File: config.mk
export PLATFORM = sky130hd
export DESIGN_NAME = cau_step
export DESIGN_NICKNAME = d
export VERILOG_FILES = /design/src/sv/cau_pkg.sv /design/src/sv/cau_step.sv
export SDC_FILE = /design/constraint.sdc
export NUM_CORES = 1
export LEC_CHECK = 0
export BUFFER_PORTS_ARGS = -buffer_cell sky130_fd_sc_hd__buf_2
export CORE_AREA = 2 2 408 410
export DETAILED_ROUTE_END_ITERATION = 8
export DIE_AREA = 0 0 410 412
export SETUP_SLACK_MARGIN = 0.1
export SLEW_MARGIN = 20
export SYNTH_ARGS = -nofsm -noshare
export SYNTH_HDL_FRONTEND = slang
export SYNTH_SLANG_ARGS = --single-unit
File: constraint.sdc
create_clock -name vclk -period 4.2
set_input_delay 0.21 -clock vclk [all_inputs]
set_output_delay 0.21 -clock vclk [all_outputs]
set_load 0.02 [all_outputs]
File: src/sv/cau_pkg.sv
`timescale 1ns / 1ps
// ----------------------------------------------------------------------------
// cau_pkg
// Shared types, constants and helpers of the complex arithmetic unit.
// ----------------------------------------------------------------------------
package cau_pkg;

    localparam int DW = 32;
    localparam int FB = 16;
    localparam int PW = 2 * DW;
    localparam int SW = 2 * DW + 2;
    localparam int CW = 3 * DW + FB;
    localparam int RW = DW + 2;

    localparam logic signed [SW-1:0] SMAX = {{(SW-DW+1){1'b0}}, {(DW-1){1'b1}}};
    localparam logic signed [SW-1:0] SMIN = ~SMAX;
    localparam logic [DW-1:0]        DMAX = {1'b0, {(DW-1){1'b1}}};
    localparam logic [DW-1:0]        DMIN = {1'b1, {(DW-1){1'b0}}};

    typedef enum logic [2:0] {
        ACT_ADD  = 3'd0,
        ACT_SUB  = 3'd1,
        ACT_MUL  = 3'd2,
        ACT_DIV  = 3'd3,
        ACT_CONJ = 3'd4,
        ACT_NEG  = 3'd5,
        ACT_MAG  = 3'd6,
        ACT_CMP  = 3'd7
    } t_action;

    typedef struct packed {
        logic          ovf;
        logic [DW-1:0] v;
    } t_sat;

    typedef struct packed {
        t_action       act;
        logic          dz;
        logic          ovf;
        logic          eq;
        logic          lt;
        logic          gt;
        logic [DW-1:0] s_re;
        logic [DW-1:0] s_im;
        logic          neg_re;
        logic          neg_im;
        logic          big_re;
        logic          big_im;
        logic [DW-1:0] n_re;
        logic [DW-1:0] n_im;
        logic [DW-1:0] q_re;
        logic [DW-1:0] q_im;
        logic [PW-1:0] r_re;
        logic [PW-1:0] r_im;
        logic [PW-1:0] den;
        logic [PW-1:0] sq_v;
        logic [RW-1:0] sq_rem;
        logic [DW-1:0] sq_root;
    } t_it;

    function automatic t_sat sat_fn(input logic signed [SW-1:0] v);
        t_sat r;
        r.ovf = 1'b0;
        r.v   = v[DW-1:0];
        if (v > SMAX) begin
            r.ovf = 1'b1;
            r.v   = SMAX[DW-1:0];
        end else if (v < SMIN) begin
            r.ovf = 1'b1;
            r.v   = SMIN[DW-1:0];
        end
        return r;
    endfunction

    function automatic t_sat div_fin(input logic [DW-1:0] q, input logic neg,
                                     input logic big);
        t_sat r;
        r.ovf = 1'b0;
        r.v   = q;
        if (big) begin
            r.ovf = 1'b1;
            r.v   = neg ? DMIN : DMAX;
        end else if (!neg) begin
            if (q[DW-1]) begin
                r.ovf = 1'b1;
                r.v   = DMAX;
            end
        end else if (q > DMIN) begin
            r.ovf = 1'b1;
            r.v   = DMIN;
        end else begin
            r.v = DW'(-q);
        end
        return r;
    endfunction

endpackage

File: src/sv/cau_step.sv
`timescale 1ns / 1ps
// ----------------------------------------------------------------------------
// cau_step
// One digit of both restoring dividers and of the integer square root.
// ----------------------------------------------------------------------------
module cau_step
    import cau_pkg::*;
(
    input  t_it i_it,
    output t_it o_it
);

    logic [PW:0]   d_re;
    logic [PW:0]   d_im;
    logic [PW:0]   d_den;
    logic [RW+1:0] s_t;
    logic [RW+1:0] s_trial;

    always_comb begin
        o_it    = i_it;
        d_den   = {1'b0, i_it.den};
        d_re    = {i_it.r_re, i_it.n_re[DW-1]};
        d_im    = {i_it.r_im, i_it.n_im[DW-1]};
        s_t     = {i_it.sq_rem, i_it.sq_v[PW-1:PW-2]};
        s_trial = {2'b00, i_it.sq_root, 2'b01};

        o_it.n_re = i_it.n_re << 1;
        o_it.n_im = i_it.n_im << 1;
        if (d_re >= d_den) begin
            o_it.r_re = PW'(d_re - d_den);
            o_it.q_re = {i_it.q_re[DW-2:0], 1'b1};
        end else begin
            o_it.r_re = d_re[PW-1:0];
            o_it.q_re = {i_it.q_re[DW-2:0], 1'b0};
        end
        if (d_im >= d_den) begin
            o_it.r_im = PW'(d_im - d_den);
            o_it.q_im = {i_it.q_im[DW-2:0], 1'b1};
        end else begin
            o_it.r_im = d_im[PW-1:0];
            o_it.q_im = {i_it.q_im[DW-2:0], 1'b0};
        end

        o_it.sq_v = i_it.sq_v << 2;
        if (s_t >= s_trial) begin
            o_it.sq_rem  = RW'(s_t - s_trial);
            o_it.sq_root = {i_it.sq_root[DW-2:0], 1'b1};
        end else begin
            o_it.sq_rem  = s_t[RW-1:0];
            o_it.sq_root = {i_it.sq_root[DW-2:0], 1'b0};
        end
    end

endmodule

# Word level (Yosys, flattened, before mapping)
# Index checks and enable logic that the tools add are counted.
# Widths: inputs -> output; s select.
word_totals:
  register_bits: 0
  inputBits: 526
  output_inout_bits: 526
  word_cells: 11
classes:
  addsub: 3
  order_cmp: 3
  mux: 5
ops:
  columns: ["operator", "count"]
  rows:
  - ["$ge 65x64->1", 2]
  - ["$mux 64", 2]
  - ["$sub 64x64->64", 2]
  - ["$mux 66", 1]
  - ["$ge 36x34->1", 1]
  - ["$sub 34x34->34", 1]
  - ["$mux 1", 2]

# Logic depth before layout (Yosys ltp)
logic_depth:
  depth_word: 2
  ltp_mapped: 16
  mapped_depth_nobuf: 13

# Worst setup path before layout
# Ideal clock, no wire load.
synth_timing:
  path_kind: "input to output"
  from: "input i_it[170] (netlist bit)"
  to: "output o_it[317] (netlist bit)"
  arrival_time_ps: 3178
  setup_slack_ps: 812
  stages: 11
  path_buffers: 3
  path_cell_list: "inv_1 > ha_1 > buf_2 > nand4_1 > or4_1 > o31ai_4 > o2111ai_4 > and2_1 > buf_4 > buf_2 > o41ai_1"
synth_rtl:
  columns: ["element", "line_no", "source"]
  rows:
  - ["start: declaration", "cau_step.sv:9", "input t_it i_it,"]
  - ["end: declaration", "cau_step.sv:10", "output t_it o_it"]

==> flow_summary.rst <==
.. list-table::
   :header-rows: 1

   * - Metric
     - Value
   * - Run status
     - complete, no violations
   * - Sequential cell area
     - 0 µm²
   * - Final HPWL from detailed placement
     - ~110,000 µm
   * - Worst Path Class, Setup
     - input port to output port
   * - Fraction of the cycle the final worst path needs
     - about 96%
   * - Routed Wire Length
     - between 100,000 and 150,000 µm
   * - Clock buffers
     - 0
   * - Placement row count
     - 149
   * - List of most frequent post-synthesis cells
     - buf_4 (363), a21oi_1 (205), nand2_1 (178)
   * - Worst endpoint required time
     - ~4.0 ns
   * - Cell Pwr Density
     - between 200 and 250 nW/µm²
   * - Combinational family with the most area after synthesis
     - compound AO/OA/AOI/OAI gates
   * - Main area contributors after synthesis
     - buf_4 (19%), ha_1 (14%), a21oi_1 (7.2%)
   * - Share of the synthesized area in the top cell type
     - between 10% and 20%
   * - Count of input and output buffers
     - ~520
   * - Initial standard-cell utilization of the core
     - just under 9%
   * - Routed wire length per instance
     - ~25 µm
   * - Number of warnings printed during yosys synthesis
     - 0
   * - Final Setup Violations
     - 0
   * - Arrival time of the worst setup path
     - ~3.8 ns
   * - Startpoint Class
     - input port
   * - Most frequent cell after synthesis
     - buf_4
   * - Part of the Yosys area used for sequential elements
     - 0%
   * - Number of global-route vias before repair
     - 15,732
   * - Placer congestion estimate
     - 0.944
   * - Unrepaired setup endpoints after global routing
     - true
   * - Post-route DRC violation count
     - 0
   * - Share of cell area taken by muxes after synthesis
     - under 10%
   * - Pins over their slew limit
     - 0
   * - Cell-by-cell listing of the critical path
     - buf_2 > inv_1 > buf_4 > ha_1 > a21oi_1 > o21ai_1 > or4_1 > a211o_1 > a21oi_4 > o31ai_4 > buf_6 > o211ai_1 > a21oi_1 > o21a_1 > o31ai_2 > buf_4 > buf_4
   * - Placed Area
     - around 18,000 µm²
   * - Initial antenna violation count
     - 94
   * - Pin slew with the least headroom to its limit
     - between 0.9 and 1 ns
   * - Net total in the final layout
     - roughly 3,100
   * - Area of all placed cells without fillers
     - 18,700 µm²
   * - Worst-case headroom to the max-slew limit
     - 32.7%
   * - Tightest Hold Check Type
     - input port to output port
   * - Stage delay of the slowest cell on the critical path
     - around 0.53 ns
   * - Tot GR Track Use
     - between 10% and 20%
   * - Starting DRC count in detailed routing
     - 1,246
   * - Number of maximum-capacitance violations
     - 0
   * - Maximum net fanout on the critical path
     - 5
   * - Fin crit period
     - about 4.0 ns
   * - Share of the synthesized area in compound gates (AO/OA/AOI/OAI)
     - around 28%
   * - Number of endpoints with negative hold slack in the final report
     - 0
   * - Worst IR drop on VDD
     - 0.000107 V
   * - Leakage dissipation
     - about 8.4 nW
   * - Post-layout utilization of the core
     - between 10% and 20%
   * - Area of the die
     - about 170,000 µm²
   * - Ports placed on the boundary
     - 1,052
   * - Worst setup EP type
     - output port
   * - Detail-routed via count per cell
     - about 3.7
   * - Post-Syn Instances
     - 2,119
   * - Basic-gate share of the synthesized area counting and, or, nand and nor cells
     - a little under a fifth
   * - Critical Path Slowest Stage Cell
     - or4_1
   * - Yosys top cell by area
     - buf_4
   * - Antenna-violating nets left
     - 0
   * - Die Height
     - approximately 410 µm
   * - First drt pass iteration count
     - 6
   * - Syn_area_per_cell
     - approximately 6.7 µm²
   * - Area of the placeable core
     - ~160,000 µm²
   * - Highest Clock Rate
     - between 0.2 and 0.25 GHz
   * - Adder-cell area share of the yosys netlist
     - between 10% and 20%
   * - Cell variety after synth
     - a little over 80
   * - Xor and xnor area share after synthesis
     - between 8 and 9%
   * - Vias
     - 17,011
   * - Most frequent CP cell
     - buf_4
   * - Num sequential
     - 0
   * - Fraction of layout cells with a size suffix above 1
     - between 30% and 40%
   * - Remaining global-route overflow
     - 0
   * - Post-layout total power
     - approximately 3.9 mW
   * - Die W
     - 410 µm
   * - Quantity of hold-fixing buffers added after cts
     - 0
   * - Wire length of the first global-routing pass
     - approximately 140,000 µm
   * - Synthesized cell area
     - 14,300 µm²
   * - Maximum number of pins on one net before global-route repair
     - 54
   * - Area added between synthesis and finish
     - 30.9%
layout make-up:
cell class / count / area, µm²
Fill cell: 19275 / 146000
Timing Repair Buffer: 730 / 4370
Multi-Input combinational cell: 1555 / 11000
Tap cell: 2189 / 2740
Antenna cell: 21 / 52.6
Inverter: 138 / 522
cells by family after synthesis:
group	count (synthesis)
simple gates	559
fa+ha+maj	164
compound gates	619
mux	66
buf+inv	567
xor+xnor	143
other cells	1
metal layers:
metal	share of wire, %	wire length [µm]	vias to the layer above	track usage (%)
met5	0.52	595	-	0
met4	4.9	5580	94	4.43
met3	14	15800	270	7.02
met2	43	48900	977	19.7
met1	38	43900	7895	14.6
li1	-	-	7775	-
final timing paths:
path	cells after the start	endpoint	slack, ns	startpoint
worst max-delay path	17	o_it[319]	0.18	i_it[148]
worst min-delay path	0	o_it[100]	0.42	i_it[98]
critical path, delay by kind of cell:
| family | cells | cell delay, ns |
|---|---|---|
| buffers and inverters | 6 | 0.87 |
| adder cells (fa/ha/maj) | 1 | 0.35 |
| AO/OA/AOI/OAI | 9 | 1.84 |
| AND/OR/NAND/NOR | 1 | 0.53 |
power by group:
part	switching, mW	total (mW)	internal, mW
registers	0	0	0
clock network	0	0.000000505	0.000000504
logic	2.47	3.91	1.44
metrics by stage:
step / hold slack [ns] / setup TNS [ns] / setup slack, ns / instances
6_report: 0.420 / 0 / 0.180 / 4633
3_5_place_dp: 0.420 / -0.439 / -0.284 / 4602
4_1_cts: 0.420 / 0 / 0.0464 / 4606
3_3_place_gp: 0.420 / -0.402 / -0.270 / 4602
2_1_floorplan: 0.533 / 0 / 0.812 / 2122
5_1_grt: 0.420 / 0 / 0.0303 / 4615
cell usage in the layout (no fill, tap or decap), types with 15 or more instances in the layout:
| cell | synthesis | routed |
|---|---|---|
| a21o_1 | 81 | 81 |
| nand3_1 | 35 | 35 |
| o21ai_0 | 127 | 123 |
| a211oi_1 | 19 | 15 |
| o21bai_1 | 31 | 30 |
| nor2_1 | 150 | 150 |
| nor2b_1 | 20 | 20 |
| xnor2_1 | 81 | 81 |
| buf_4 | 363 | 193 |
| mux2_2 | 39 | 41 |
| nand2_1 | 178 | 178 |
| o21a_1 | 19 | 19 |
| a21oi_1 | 205 | 194 |
| nand4_1 | 38 | 38 |
| a31oi_1 | 19 | 19 |
| and3_1 | 18 | 18 |
| xor2_1 | 62 | 62 |
| inv_1 | 137 | 135 |
| diode_2 | 0 | 21 |
| mux2_1 | 23 | 21 |
| buf_2 | 20 | 519 |
| ha_1 | 162 | 156 |
| nor3_1 | 37 | 35 |
| nand2b_1 | 25 | 25 |
repair_timing:
| item | in CTS | in global routing |
|---|---|---|
| gates cloned | 0 | 1 |
| gates resized for setup | 13 | 51 |
| endpoints found under the setup margin | 61 | 121 |
| pin swaps | 4 | 16 |
| buffers inserted | 4 | 4 |
No activity file was read; power rests on OpenSTA's default activity.
